**src/hdl/dsen_pkg.sv**
```systemverilog
// Package for the DS402 drive enable sequencer: payload types, codes,
// status and control word values, and register map. No dependencies.
package dsen_pkg;

    localparam int TIME_BITS_DEFAULT = 32;
    localparam int TIME_BITS_MAX     = 64;
    localparam int DATA_BITS         = 32;
    localparam int ADDR_BITS         = 4;

    // Register indexes (byte address is four times the index).
    localparam logic [1:0] REG_FAULT_TOGGLE = 2'd0;
    localparam logic [1:0] REG_SETTLE       = 2'd1;
    localparam logic [1:0] REG_RESET_HOLD   = 2'd2;
    localparam logic [1:0] REG_ENABLE_TMO   = 2'd3;

    localparam logic [31:0] RST_FAULT_TOGGLE = 32'd50000;
    localparam logic [31:0] RST_SETTLE       = 32'd100000;
    localparam logic [31:0] RST_RESET_HOLD   = 32'd10000;
    localparam logic [31:0] RST_ENABLE_TMO   = 32'd1000000;

    // Request codes carried in the mode field.
    localparam logic [1:0] MODE_UPDATE  = 2'd0;
    localparam logic [1:0] MODE_ENABLE  = 2'd1;
    localparam logic [1:0] MODE_DISABLE = 2'd2;

    // Statusword masks.
    localparam logic [15:0] ST_FAULT = 16'h0008;
    localparam logic [15:0] ST_READY = 16'h0021;
    localparam logic [15:0] ST_ON    = 16'h0027;
    localparam logic [15:0] ST_OFF   = 16'h0040;

    // Controlword values.
    localparam logic [15:0] CW_SHUTDOWN    = 16'h0006;
    localparam logic [15:0] CW_ENABLE_OP   = 16'h000F;
    localparam logic [15:0] CW_DISABLE_V   = 16'h0000;
    localparam logic [15:0] CW_FAULT_RESET = 16'h0080;
    localparam logic [15:0] CW_NEUTRAL     = 16'h0000;

    typedef enum logic [2:0] {
        SEQ_OFF        = 3'd0,
        SEQ_SAFE_RESET = 3'd1,
        SEQ_PREPARE    = 3'd2,
        SEQ_SWITCH_ON  = 3'd3,
        SEQ_ON         = 3'd4,
        SEQ_FAULT      = 3'd5
    } t_seq_state;

    typedef enum logic [1:0] {
        CMD_NONE    = 2'd0,
        CMD_ENABLE  = 2'd1,
        CMD_DISABLE = 2'd2
    } t_command;

    typedef struct packed {
        logic [1:0]  mode;
        logic [15:0] drive_status;
        logic [31:0] time_now;
    } t_in_item;

    typedef struct packed {
        logic [15:0] control_word;
        logic [2:0]  drive_state;
        logic [1:0]  active_command;
    } t_out_item;

    typedef struct packed {
        logic [31:0] fault_toggle_half_period;
        logic [31:0] settle_delay;
        logic [31:0] reset_hold_delay;
        logic [31:0] enable_timeout;
    } t_cfg;

endpackage

```
**src/hdl/dsen_regs.sv**
```systemverilog
// Configuration register file of the DS402 drive enable sequencer,
// written and read over an APB-style port. Depends on dsen_pkg.
module dsen_regs (
    input  logic                          i_clk,
    input  logic                          i_rst_n,
    input  logic                          psel,
    input  logic                          penable,
    input  logic                          pwrite,
    input  logic [dsen_pkg::ADDR_BITS-1:0] paddr,
    input  logic [dsen_pkg::DATA_BITS-1:0] pwdata,
    output logic [dsen_pkg::DATA_BITS-1:0] prdata,
    output logic                          pready,
    output dsen_pkg::t_cfg                o_cfg
);

    dsen_pkg::t_cfg r_cfg;
    logic [1:0]     reg_idx;
    logic           wr_en;

    assign pready  = 1'b1;
    assign reg_idx = paddr[3:2];
    assign wr_en   = psel & penable & pwrite & pready;

    always_ff @(posedge i_clk) begin
        if (!i_rst_n) begin
            r_cfg.fault_toggle_half_period <= dsen_pkg::RST_FAULT_TOGGLE;
            r_cfg.settle_delay             <= dsen_pkg::RST_SETTLE;
            r_cfg.reset_hold_delay         <= dsen_pkg::RST_RESET_HOLD;
            r_cfg.enable_timeout           <= dsen_pkg::RST_ENABLE_TMO;
        end else if (wr_en) begin
            case (reg_idx)
                dsen_pkg::REG_FAULT_TOGGLE: r_cfg.fault_toggle_half_period <= pwdata;
                dsen_pkg::REG_SETTLE:       r_cfg.settle_delay             <= pwdata;
                dsen_pkg::REG_RESET_HOLD:   r_cfg.reset_hold_delay         <= pwdata;
                dsen_pkg::REG_ENABLE_TMO:   r_cfg.enable_timeout           <= pwdata;
                default: ;
            endcase
        end
    end

    always_comb begin
        case (reg_idx)
            dsen_pkg::REG_FAULT_TOGGLE: prdata = r_cfg.fault_toggle_half_period;
            dsen_pkg::REG_SETTLE:       prdata = r_cfg.settle_delay;
            dsen_pkg::REG_RESET_HOLD:   prdata = r_cfg.reset_hold_delay;
            dsen_pkg::REG_ENABLE_TMO:   prdata = r_cfg.enable_timeout;
            default:                    prdata = '0;
        endcase
    end

    assign o_cfg = r_cfg;

endmodule

```
**src/hdl/dsen_core.sv**
```systemverilog
// Sequencer state and one-step update logic of the DS402 drive enable
// sequencer. Depends on dsen_pkg.
module dsen_core #(
    parameter int TIME_BITS = dsen_pkg::TIME_BITS_DEFAULT
) (
    input  logic                i_clk,
    input  logic                i_rst_n,
    input  logic                i_step,
    input  dsen_pkg::t_in_item  i_item,
    input  dsen_pkg::t_cfg      i_cfg,
    output dsen_pkg::t_out_item o_result
);

    dsen_pkg::t_command   r_command, n_command;
    dsen_pkg::t_seq_state r_seq_state, n_seq_state;
    logic                 r_had_fault, n_had_fault;
    logic                 r_settling, n_settling;
    logic                 r_reset_bit_on, n_reset_bit_on;
    logic [TIME_BITS-1:0] r_start_stamp, n_start_stamp;
    logic [TIME_BITS-1:0] r_toggle_stamp, n_toggle_stamp;
    logic [TIME_BITS-1:0] r_settle_stamp, n_settle_stamp;
    logic [15:0]          r_last_control, n_last_control;

    logic [dsen_pkg::TIME_BITS_MAX-1:0] now_ext;
    logic [TIME_BITS-1:0]               now;
    logic [TIME_BITS-1:0]               el_toggle, el_settle, el_start;
    logic                               faulted, toggle_due, settle_done;
    logic                               hold_done, timed_out;

    // The timestamp is taken modulo two to the TIME_BITS.
    assign now_ext   = dsen_pkg::TIME_BITS_MAX'(i_item.time_now);
    assign now       = now_ext[TIME_BITS-1:0];
    assign el_toggle = now - r_toggle_stamp;
    assign el_settle = now - r_settle_stamp;
    assign el_start  = now - r_start_stamp;

    assign faulted     = (i_item.drive_status & dsen_pkg::ST_FAULT) == dsen_pkg::ST_FAULT;
    assign toggle_due  = dsen_pkg::TIME_BITS_MAX'(el_toggle) >=
                         dsen_pkg::TIME_BITS_MAX'(i_cfg.fault_toggle_half_period);
    assign settle_done = dsen_pkg::TIME_BITS_MAX'(el_settle) >=
                         dsen_pkg::TIME_BITS_MAX'(i_cfg.settle_delay);
    assign hold_done   = dsen_pkg::TIME_BITS_MAX'(el_start) >
                         dsen_pkg::TIME_BITS_MAX'(i_cfg.reset_hold_delay);
    assign timed_out   = dsen_pkg::TIME_BITS_MAX'(el_start) >
                         dsen_pkg::TIME_BITS_MAX'(i_cfg.enable_timeout);

    always_comb begin
        n_command      = r_command;
        n_seq_state    = r_seq_state;
        n_had_fault    = r_had_fault;
        n_settling     = r_settling;
        n_reset_bit_on = r_reset_bit_on;
        n_start_stamp  = r_start_stamp;
        n_toggle_stamp = r_toggle_stamp;
        n_settle_stamp = r_settle_stamp;
        n_last_control = r_last_control;

        // A request only replaces the command; the unused code keeps it.
        if (i_item.mode == dsen_pkg::MODE_ENABLE) begin
            n_command = dsen_pkg::CMD_ENABLE;
        end else if (i_item.mode == dsen_pkg::MODE_DISABLE) begin
            n_command = dsen_pkg::CMD_DISABLE;
        end

        case (n_command)
            dsen_pkg::CMD_ENABLE: begin
                case (r_seq_state)
                    dsen_pkg::SEQ_OFF: begin
                        n_start_stamp = now;
                        if (faulted) begin
                            n_had_fault = 1'b1;
                            n_settling  = 1'b0;
                            if (toggle_due) begin
                                n_reset_bit_on = !r_reset_bit_on;
                                n_toggle_stamp = now;
                            end
                            n_last_control = n_reset_bit_on ? dsen_pkg::CW_FAULT_RESET
                                                            : dsen_pkg::CW_NEUTRAL;
                        end else if (r_had_fault) begin
                            n_last_control = dsen_pkg::CW_NEUTRAL;
                            if (!r_settling) begin
                                n_settling     = 1'b1;
                                n_settle_stamp = now;
                            end else if (settle_done) begin
                                n_seq_state = dsen_pkg::SEQ_SAFE_RESET;
                                n_had_fault = 1'b0;
                                n_settling  = 1'b0;
                            end
                        end else begin
                            n_seq_state = dsen_pkg::SEQ_SAFE_RESET;
                        end
                    end
                    dsen_pkg::SEQ_SAFE_RESET: begin
                        n_last_control = dsen_pkg::CW_SHUTDOWN;
                        if (hold_done) begin
                            n_seq_state = dsen_pkg::SEQ_PREPARE;
                        end
                    end
                    dsen_pkg::SEQ_PREPARE: begin
                        n_last_control = dsen_pkg::CW_SHUTDOWN;
                        if ((i_item.drive_status & dsen_pkg::ST_READY) == dsen_pkg::ST_READY) begin
                            n_seq_state = dsen_pkg::SEQ_SWITCH_ON;
                        end
                    end
                    dsen_pkg::SEQ_SWITCH_ON: begin
                        n_last_control = dsen_pkg::CW_ENABLE_OP;
                        if ((i_item.drive_status & dsen_pkg::ST_ON) == dsen_pkg::ST_ON) begin
                            n_seq_state = dsen_pkg::SEQ_ON;
                            n_command   = dsen_pkg::CMD_NONE;
                        end
                    end
                    dsen_pkg::SEQ_FAULT: begin
                        n_seq_state = dsen_pkg::SEQ_OFF;
                    end
                    default: ;
                endcase

                if (n_seq_state != dsen_pkg::SEQ_OFF && n_seq_state != dsen_pkg::SEQ_FAULT
                    && faulted) begin
                    n_seq_state = dsen_pkg::SEQ_OFF;
                end

                // Leaving OFF restarts the stamp at this step, so no timeout is
                // possible then; otherwise the stamp is unchanged.
                if (n_seq_state != dsen_pkg::SEQ_ON && n_seq_state != dsen_pkg::SEQ_FAULT
                    && n_seq_state != dsen_pkg::SEQ_OFF
                    && r_seq_state != dsen_pkg::SEQ_OFF && timed_out) begin
                    n_seq_state = dsen_pkg::SEQ_OFF;
                end
            end
            dsen_pkg::CMD_DISABLE: begin
                n_last_control = dsen_pkg::CW_DISABLE_V;
                if ((i_item.drive_status & dsen_pkg::ST_OFF) == dsen_pkg::ST_OFF) begin
                    n_seq_state = dsen_pkg::SEQ_OFF;
                    n_command   = dsen_pkg::CMD_NONE;
                end
            end
            default: begin
                if (faulted) begin
                    n_seq_state = dsen_pkg::SEQ_FAULT;
                end
            end
        endcase
    end

    always_ff @(posedge i_clk) begin
        if (!i_rst_n) begin
            r_command      <= dsen_pkg::CMD_NONE;
            r_seq_state    <= dsen_pkg::SEQ_OFF;
            r_had_fault    <= 1'b0;
            r_settling     <= 1'b0;
            r_reset_bit_on <= 1'b0;
            r_start_stamp  <= '0;
            r_toggle_stamp <= '0;
            r_settle_stamp <= '0;
            r_last_control <= '0;
        end else if (i_step) begin
            r_command      <= n_command;
            r_seq_state    <= n_seq_state;
            r_had_fault    <= n_had_fault;
            r_settling     <= n_settling;
            r_reset_bit_on <= n_reset_bit_on;
            r_start_stamp  <= n_start_stamp;
            r_toggle_stamp <= n_toggle_stamp;
            r_settle_stamp <= n_settle_stamp;
            r_last_control <= n_last_control;
        end
    end

    assign o_result.control_word   = n_last_control;
    assign o_result.drive_state    = n_seq_state;
    assign o_result.active_command = n_command;

endmodule

```
**src/hdl/ds402_drive_enable_sequencer.sv**
```systemverilog
// Top level of the DS402 drive enable sequencer: input register, output
// register and handshake. Depends on dsen_pkg, dsen_regs and dsen_core.
//
// The block turns one transaction per fieldbus cycle (request mode, drive
// statusword, timestamp) into the controlword to send, the sequence state
// and the active command. It takes one transaction every clock cycle while
// the output register is free: a transaction lands in an input register,
// and once the output register is free the sequencer state is updated and
// the result is loaded into the output register. The input register and the
// output register each hold one transaction, so while a result waits to be
// collected one more transaction is still taken if the input register is
// empty. Configuration registers are written over the APB port at byte
// addresses 0 (fault reset half period), 4 (settle delay), 8 (reset hold
// delay) and 12 (enable timeout); pready is always high. Timestamps are kept
// TIME_BITS wide, and elapsed times wrap modulo two to the TIME_BITS.
module ds402_drive_enable_sequencer #(
    parameter int TIME_BITS = dsen_pkg::TIME_BITS_DEFAULT
) (
    input  logic                           i_clk,
    input  logic                           i_rst_n,
    input  logic                           i_in_valid,
    output logic                           o_in_ready,
    input  dsen_pkg::t_in_item             i_in_item,
    output logic                           o_out_valid,
    input  logic                           i_out_ready,
    output dsen_pkg::t_out_item            o_out_item,
    input  logic                           psel,
    input  logic                           penable,
    input  logic                           pwrite,
    input  logic [dsen_pkg::ADDR_BITS-1:0] paddr,
    input  logic [dsen_pkg::DATA_BITS-1:0] pwdata,
    output logic [dsen_pkg::DATA_BITS-1:0] prdata,
    output logic                           pready
);

    dsen_pkg::t_cfg      cfg;
    dsen_pkg::t_out_item step_result;

    logic                r_in_valid;
    dsen_pkg::t_in_item  r_in_item;
    logic                r_out_valid;
    dsen_pkg::t_out_item r_out_item;
    logic                out_free;
    logic                step;

    // The output register can take a result when empty or being drained.
    assign out_free   = !r_out_valid || i_out_ready;
    assign step       = r_in_valid && out_free;
    assign o_in_ready = !r_in_valid || step;

    dsen_regs u_regs (
        .i_clk   (i_clk),
        .i_rst_n (i_rst_n),
        .psel    (psel),
        .penable (penable),
        .pwrite  (pwrite),
        .paddr   (paddr),
        .pwdata  (pwdata),
        .prdata  (prdata),
        .pready  (pready),
        .o_cfg   (cfg)
    );

    dsen_core #(
        .TIME_BITS (TIME_BITS)
    ) u_core (
        .i_clk    (i_clk),
        .i_rst_n  (i_rst_n),
        .i_step   (step),
        .i_item   (r_in_item),
        .i_cfg    (cfg),
        .o_result (step_result)
    );

    // Input register: holds the accepted transaction until it is processed.
    always_ff @(posedge i_clk) begin
        if (!i_rst_n) begin
            r_in_valid <= 1'b0;
        end else if (o_in_ready) begin
            r_in_valid <= i_in_valid;
        end
    end

    always_ff @(posedge i_clk) begin
        if (i_in_valid && o_in_ready) begin
            r_in_item <= i_in_item;
        end
    end

    // Output register: the result of the step taken in the same cycle.
    always_ff @(posedge i_clk) begin
        if (!i_rst_n) begin
            r_out_valid <= 1'b0;
        end else if (out_free) begin
            r_out_valid <= step;
        end
    end

    always_ff @(posedge i_clk) begin
        if (step) begin
            r_out_item <= step_result;
        end
    end

    assign o_out_valid = r_out_valid;
    assign o_out_item  = r_out_item;

endmodule

```
**config.mk**
```make
export PLATFORM = sky130hd
export DESIGN_NAME = ds402_drive_enable_sequencer
export DESIGN_NICKNAME = d
export VERILOG_FILES = /design/src/hdl/dsen_pkg.sv /design/src/hdl/dsen_regs.sv /design/src/hdl/dsen_core.sv /design/src/hdl/ds402_drive_enable_sequencer.sv
export SDC_FILE = /design/constraint.sdc
export NUM_CORES = 1
export LEC_CHECK = 0
export BUFFER_PORTS_ARGS = -buffer_cell sky130_fd_sc_hd__clkbuf_2
export CAP_MARGIN = 20
export CORE_MARGIN = 2
export CORE_UTILIZATION = 45
export CTS_BUF_LIST = sky130_fd_sc_hd__clkbuf_8
export DETAILED_ROUTE_END_ITERATION = 7
export MAX_ROUTING_LAYER = met4
export PLACE_DENSITY = 0.62
export SLEW_MARGIN = 20
export SYNTH_ARGS = -nofsm -noshare
export SYNTH_HDL_FRONTEND = slang
export SYNTH_SLANG_ARGS = --single-unit
export TNS_END_PERCENT = 50
```
**constraint.sdc**
```tcl
create_clock -name i_clk -period 10.1 [get_ports i_clk]
set_input_delay 1.01 -clock i_clk [delete_from_list [all_inputs] [get_ports i_clk]]
set_output_delay 1.01 -clock i_clk [all_outputs]
set_load 0.01 [all_outputs]
```
# --- Word-level counts from Yosys, hierarchy flattened ---
# Index checks and enable logic that the tools add are counted.
word_totals:
  output_inout_bits: 56
  wordCells: 114
  regBits: 312
  in_bits: 93
op_classes:
  n_reduce_logical: 29
  magnitude_cmp: 4
  mux: 37
  addsub: 3
  bitwise: 4
  eq_ne: 16
ops:
  columns: ["cell", "count"]
  rows:
  - ["32-bit one-hot mux with 4 select lines", 1]
  - ["32-bit subtractor", 3]
  - ["32-bit greater-or-equal comparator", 2]
  - ["32-bit > comparator", 2]
  - ["16-bit one-hot mux with 3 select lines", 1]
  - ["3-bit 2-to-1 mux", 13]
  - ["16-bit 2-to-1 mux", 2]
  - ["16-bit one-hot mux with 2 select lines", 1]
  - ["3-bit one-hot mux with 5 select lines", 1]
  - ["2-bit equality test, second input constant", 5]
  - ["1-bit 2-to-1 mux", 10]
  - ["2-bit 2-to-1 mux", 5]
  - ["3-bit != test, second input constant", 3]
  - ["3-bit nonzero test", 3]
  - ["1-bit logical AND", 8]
  - ["8-bit 2-to-1 mux", 1]
  - ["2-bit AND reduction", 4]
  - ["4-bit AND reduction", 2]
  - ["2-bit by 1-bit equality test with 1-bit output, second input constant", 3]
  - ["3-bit by 2-bit equality test with 1-bit output, second input constant", 2]
  - ["3-bit one-hot mux with 2 select lines", 1]
  - ["6-bit AND reduction", 1]
  - ["5-bit AND reduction", 1]
  - ["4-bit equality test, second input constant", 1]
  - ["other kinds (12)", 17]

# --- Logic depth before layout (Yosys ltp) ---
depth:
  ltp_word: 20
  depth_mapped: 24
  ltp_nobuf: 23

# --- Cells and area by module ---
# A second synthesis with hierarchy kept.
hier_totals:
  cells_unflattened: 2342
  hier_area_um2: 20756.2
modules_own_cells:
  columns: ["mod", "n_inst", "cells_per_inst", "seq_area_each_um2", "area_each_um2"]
  rows:
  - ["dsen_core", 1, 1750, 2402.3, 12979.9]
  - ["dsen_regs", 1, 512, 2562.5, 5540.3]
  - ["ds402_drive_enable_sequencer", 1, 80, 2172.1, 2235.9]

# --- Worst setup path after synthesis ---
# Ideal clock, no wire load.
synth_timing:
  path_kind: "register to register"
  start: "register r_in_item[0] (netlist name)"
  end: "register u_core.r_seq_state[0]"
  required_ps: 10024
  synth_period_minus_slack_ps: 4753
  n_path_buf: 0
  setup_slack_ps: 5347
  arrival_ps: 4676
  setup_time_ps: 76
  stages_incl_launch_ff: 20
  path_cell_list: "edfxtp_1 -> inv_1 -> ha_1 -> inv_1 -> fa_1 -> a21oi_1 -> nand4b_1 -> a21boi_1 -> o211ai_2 -> o21ai_1 -> or4_1 -> a31o_1 -> o41a_1 -> xor2_1 -> ha_1 -> nand4_1 -> o41a_1 -> a2111o_1 -> a2111o_1 -> a31oi_1"
synth_between:
  elab_chain_len: 20
  word_cells_on_any_way: 27
  classes_between: "add/sub (2); order compare (3); eq/ne (3); mux (11); reduce/logical (8)"
synth_lines:
  columns: ["element", "line", "text"]
  rows:
  - ["start, declared", "ds402_drive_enable_sequencer.sv:40", "dsen_pkg::t_in_item r_in_item;"]
  - ["start signal, assigned", "ds402_drive_enable_sequencer.sv:86", "r_in_item <= i_in_item;"]
  - ["32-bit subtractor", "dsen_core.sv:34", "assign el_settle = now - r_settle_stamp;"]
  - ["32-bit greater-or-equal comparator", "dsen_core.sv:40", "assign settle_done = dsen_pkg::TIME_BITS_MAX'(el_settle) >="]
  - ["3-bit 2-to-1 mux", "dsen_core.sv:84", "end else if (settle_done) begin"]
  - ["3-bit 2-to-1 mux", "dsen_core.sv:81", "if (!r_settling) begin"]
  - ["3-bit 2-to-1 mux", "dsen_core.sv:79", "end else if (r_had_fault) begin"]
  - ["3-bit 2-to-1 mux", "dsen_core.sv:70", "if (faulted) begin"]
  - ["3-bit one-hot mux with 5 select lines", "dsen_core.sv:67", "case (r_seq_state)"]
  - ["3-bit 2-to-1 mux", "dsen_core.sv:65", "case (n_command)"]
  - ["(+3 left out)", null, null]
  - ["3-bit 2-to-1 mux", "dsen_core.sv:118", "if (n_seq_state != dsen_pkg::SEQ_OFF && n_seq_state != dsen_pkg::SEQ_FAULT"]
  - ["3-bit 2-to-1 mux", "dsen_core.sv:65", null]
  - ["3-bit != test", "dsen_core.sv:125", "if (n_seq_state != dsen_pkg::SEQ_ON && n_seq_state != dsen_pkg::SEQ_FAULT"]
  - ["1-bit logical AND", "dsen_core.sv:125", null]
  - ["1-bit logical AND", "dsen_core.sv:126", "&& n_seq_state != dsen_pkg::SEQ_OFF"]
  - ["1-bit logical AND (2 in a row)", "dsen_core.sv:127", "&& r_seq_state != dsen_pkg::SEQ_OFF && timed_out) begin"]
  - ["3-bit 2-to-1 mux (*)", "dsen_core.sv:125", null]
  - ["3-bit one-hot mux with 2 select lines (*)", "dsen_core.sv:65", null]
  - ["end signal, assigned", "dsen_core.sv:149", "r_seq_state <= dsen_pkg::SEQ_OFF;"]
  - ["end signal, assigned", "dsen_core.sv:159", "r_seq_state <= n_seq_state;"]
  - ["end, declared", "dsen_core.sv:15", "dsen_pkg::t_seq_state r_seq_state, n_seq_state;"]
# Mark *: on every way between the ends. The rest lies on a longest branch, timed or not. The select of a mux whose other input is x is not followed.
# A chain may end at the register's enable or synchronous reset.

# --- Worst setup path after layout ---
layout_timing:
  start: "register r_in_item[0] (netlist name)"
  end: "register u_core.r_seq_state[1]"
# The elaborated chain is that of the path after synthesis.

==> summary.md <==
| Metric | Value |
|---|---|
| Status | `finished, final reports clean` |
| Flops & latches, synth | `between 300 and 400` |
| Sequential area share after synthesis | `34.3%` |
| Netlist Area Pre-Place | `20,000 sq um` |
| Reg2Reg Depth | `22` |
| RSZ-0062 raised after global routing | `no` |
| Total count of hold-check failures in the final report | `0` |
| Setup crit end | `u_core.r_seq_state[1]` |
| Storage element area | `6840 sq um` |
| TritonCTS buffer count | `57` |
| First-pass GRT wire length | `slightly below 90,000 microns` |
| Reg clk slew, reported paths | `~60 ps` |
| GRT overflow | `0` |
| VDD IR max | `0.135 mV` |
| Post-cts resize count | `0` |
| Combinational fraction of design power | `17.2%` |
| Cts hold-fix bufs | `0` |
| Die area | `46,000 sq um` |
| Yosys warns | `0` |
| Post-synth top area share | `25.1%` |
| Post-Route Setup TNS | `0 ps` |
| FILL cells | `~4.3k` |
| Synth Flop Type | `dfxtp_1` |
| Kind of critical path | `register to register` |
| Average routed wire per standard cell | `18.0 microns` |
| Finished Layout Cells | `3,120` |
| Share of layout cells above drive strength 1 | `between 10% and 20%` |
| Nets | `2,797` |
| Area contributors post-synth | `dfxtp_1, ha_1, edfxtp_1` |
| Final period utilization | `62.6%` |
| Multi-input gate area | `11,900 sq um` |
| DP Area | `21,200 sq um` |
| EDFF count, synth | `61` |
| Vias | `16.9k` |
| CTS Buffer Depth | `3` |
| CTS tree | `built` |
| Final core utilization | `51.1%` |
| Setup Viol. Count Final | `0` |
| Tightest Pin Transition | `about 1100 ps` |
| Clk_lat worst skew | `680 ps` |
| Startpoint class of the critical path | `register` |
| Final setup skew | `38.3 ps` |
| Htree depth | `2` |
| Internal Power | `between 2000 and 2500 uW` |
| Iter 0 DRT Violations | `1,036` |
| Max Cap Violations | `0` |
| Dpl cells | `~3.0k` |
| Worst slew margin | `29.0%` |
| Core area | `44,000 sq um` |
| Max-slew violations | `0` |
| Yosys cell types | `76` |
| Cell taking the most area after synthesis | `dfxtp_1` |
| Global Route Usage Sum | `about 25%` |
| Site Rows | `77` |
| Syn_area_per_cell | `8.44 sq um` |
| Layout area overhead | `12.7%` |
| Max frequency | `about 160 MHz` |
| Post-CTS Setup Bufs | `0` |
| Max FO, Critical Path | `4` |
| Synth Net Count | `2,682` |
| R2r setup slk | `3780 ps` |
| Leakage power | `0.00871 uW` |
| Final period demand of the worst path | `6320 ps` |
| CP endpoint kind | `register` |
| Vias per Instance | `5.41` |
| Initial antenna violation count | `0` |
| Sequential Power Share | `about two fifths` |
| DIE HEIGHT | `215 microns` |
| Die W | `215 microns` |
| Reg-to-reg endpoint | `u_core.r_seq_state[1]` |
| Root Driver | `clkbuf_8` |
| Sw Ratio | `28.8%` |
| # DRC | `0` |
| Number of global-route vias before repair | `16.4k` |
| Worst EP required | `10,670 ps` |
| Post-DP HPWL | `41,600 microns` |
| Pwr/cell area | `around 150 nW/um^2` |
| Final Wtd Congestion | `0.910` |
| # IOs | `149` |
| Fraction of registers with async set/reset | `0%` |
| Crit. Startpoint | `r_in_item[0]` |
| Post-route ant nets | `0` |
| HP Class | `register to register` |
| Post-Syn Instances | `2,363` |
| Clk pwr share | `around 43%` |
| Hold_ws | `~450 ps` |
| Pre-antenna DRT Iters | `8` |
| Largest net degree at the start of global routing | `about 170` |
| Final wirelength | `56,100 microns` |
| Fin area | `around 22,000 sq um` |
| RR Startpoint | `r_in_item[0]` |
| CP arrival | `6890 ps` |
| Buffers on Ports | `between 100 and 150` |
| Initial Util | `45.3%` |
| Net Switching | `947 uW` |
| Clock sink count | `approximately 310` |
[critical path: stages (launching register included)]
cell and delay [ps]:
edfxtp_1 440, inv_1 150, ha_1 180, inv_1 60, fa_1 400, a21o_1 180
a21oi_1 300, o21ai_0 190, o2bb2ai_1 240, nand2_1 110, a21oi_1 120, a31oi_1 450
o311ai_0 320, ha_1 400, nand4_1 90, or2_2 340, nor3_1 680, nand4_1 260
o21bai_1 310, a31o_2 240, nand3_1 130, or4_1 410, a21boi_0 180
[cell usage in the layout, fill, tap and decap left out, types with 35 or more instances in the layout]
cell	n
a21boi_0	153
a21o_1	69
a21oi_1	113
clkbuf_2	134
clkbuf_8	71
dfxtp_1	250
edfxtp_1	61
ha_1	223
inv_1	255
nand2_1	453
nand3_1	56
nor2_1	76
nor2b_1	39
o211ai_1	35
o21ai_0	93
xnor2_1	62
[layout make-up]
cell class | instances | share of cell area, %
Multi-Input combinational cell | 1714 | 52.8
Sequential cell | 311 | 30.4
Clock buffer | 70 | 4.28
Inverter | 242 | 4.04
Timing Repair Buffer | 152 | 3.61
Tap cell | 592 | 3.29
Clock inverter | 38 | 1.61
Antenna cell | 1 | 0.0111
[kinds of logic (layout without fill, tap and decap cells)]
| logic type | Yosys count | count (layout) | share of synthesized area, % |
|---|---|---|---|
| simple gates | 762 | 762 | 17.0 |
| compound gates | 606 | 606 | 20.5 |
| buf+inv | 338 | 502 | 6.40 |
| flops | 311 | 311 | 34.3 |
| fa+ha+maj | 226 | 226 | 14.3 |
| xor+xnor | 86 | 86 | 3.77 |
| mux | 33 | 33 | 3.66 |
| other cells | 1 | 2 | 0.0188 |
[how the worst min path moves through the flow]
| stage | slack (ps) | depth (start not counted) | endpoint | startpoint |
|---|---|---|---|---|
| floorplan | 440 | 2 | u_core.r_settle_stamp[13] | u_core.r_settle_stamp[13] |
| global placement | 440 | 2 | u_core.r_settle_stamp[21] | u_core.r_settle_stamp[21] |
| detailed placement | 440 | 2 | u_core.r_settle_stamp[30] | u_core.r_settle_stamp[30] |
| CTS | 430 | 1 | r_in_item[16] | i_in_item[16] |
| global route | 440 | 1 | r_in_item[3] | i_in_item[3] |
| finish | 450 | 2 | u_core.r_settle_stamp[30] | u_core.r_settle_stamp[30] |
[state kept, by name, summed over array words and instances, names as in the netlist]
signal,cells
u_core.r_seq_state,3
u_core.r_reset_bit_on,1
u_regs.o_cfg,128
u_core.r_command,2
r_in_item,40
o_out_item,21
r_in_valid,1
u_core.r_had_fault,1
u_core.r_start_stamp,32
o_out_valid,1
u_core.r_settling,1
u_core.r_toggle_stamp,32
u_core.r_settle_stamp,32
u_core.r_last_control,16
[Yosys cell counts (3+ instances only)]
master	number
o21a_1	17
o31ai_1	4
a221oi_1	3
mux4_2	32
inv_1	241
and4_1	5
nand4b_1	3
a211oi_1	9
nor3_1	22
o311ai_1	3
nand2b_1	24
a21o_1	69
o211ai_1	35
and2_1	8
a2111o_1	4
o21ai_1	8
o41a_1	3
a21boi_0	153
xor2_1	24
xnor2_1	62
a21oi_1	114
nand3_1	56
ha_1	223
dfxtp_1	250
buf_1	8
nand4_1	27
nor2_1	77
nor2b_1	39
nand2_1	453
and3_1	28
a21boi_1	25
nor4b_1	4
a211o_1	5
o31a_1	4
a31oi_1	13
o21ai_0	93
clkbuf_1	85
or4_1	3
a2111oi_0	7
or2_2	3
edfxtp_1	61
fa_1	3
o21bai_1	13
[through the flow]
step                worst slack (ps)  power [uW]
floorplan                       5350        1730
global placement                4110        1900
detailed placement              4050        1910
CTS                             3970        3330
global route                    3530        3450
finish                          3780        3290
[power by group through the flow]
stage | Combinational, uW | Sequential, uW | Clock (uW)
global placement | 545 | 1350 | 0
floorplan | 393 | 1340 | 0
finish | 565 | 1320 | 1400
global route | 631 | 1330 | 1500
detailed placement | 559 | 1350 | 0
CTS | 563 | 1320 | 1440
[metal layers]
metal / vias to the layer above / part of all wire [%] / wire (microns) / global-route usage (%)
met2: 379 / 50 / 28200 / 44.0
met3: 94 / 4.1 / 2280 / 3.66
met5: - / 0 / 0 / -
met4: 0 / 3.0 / 1660 / 8.33
li1: 8418 / - / - / -
met1: 7973 / 43 / 24000 / 29.5
No activity file was read; power rests on OpenSTA's default activity.
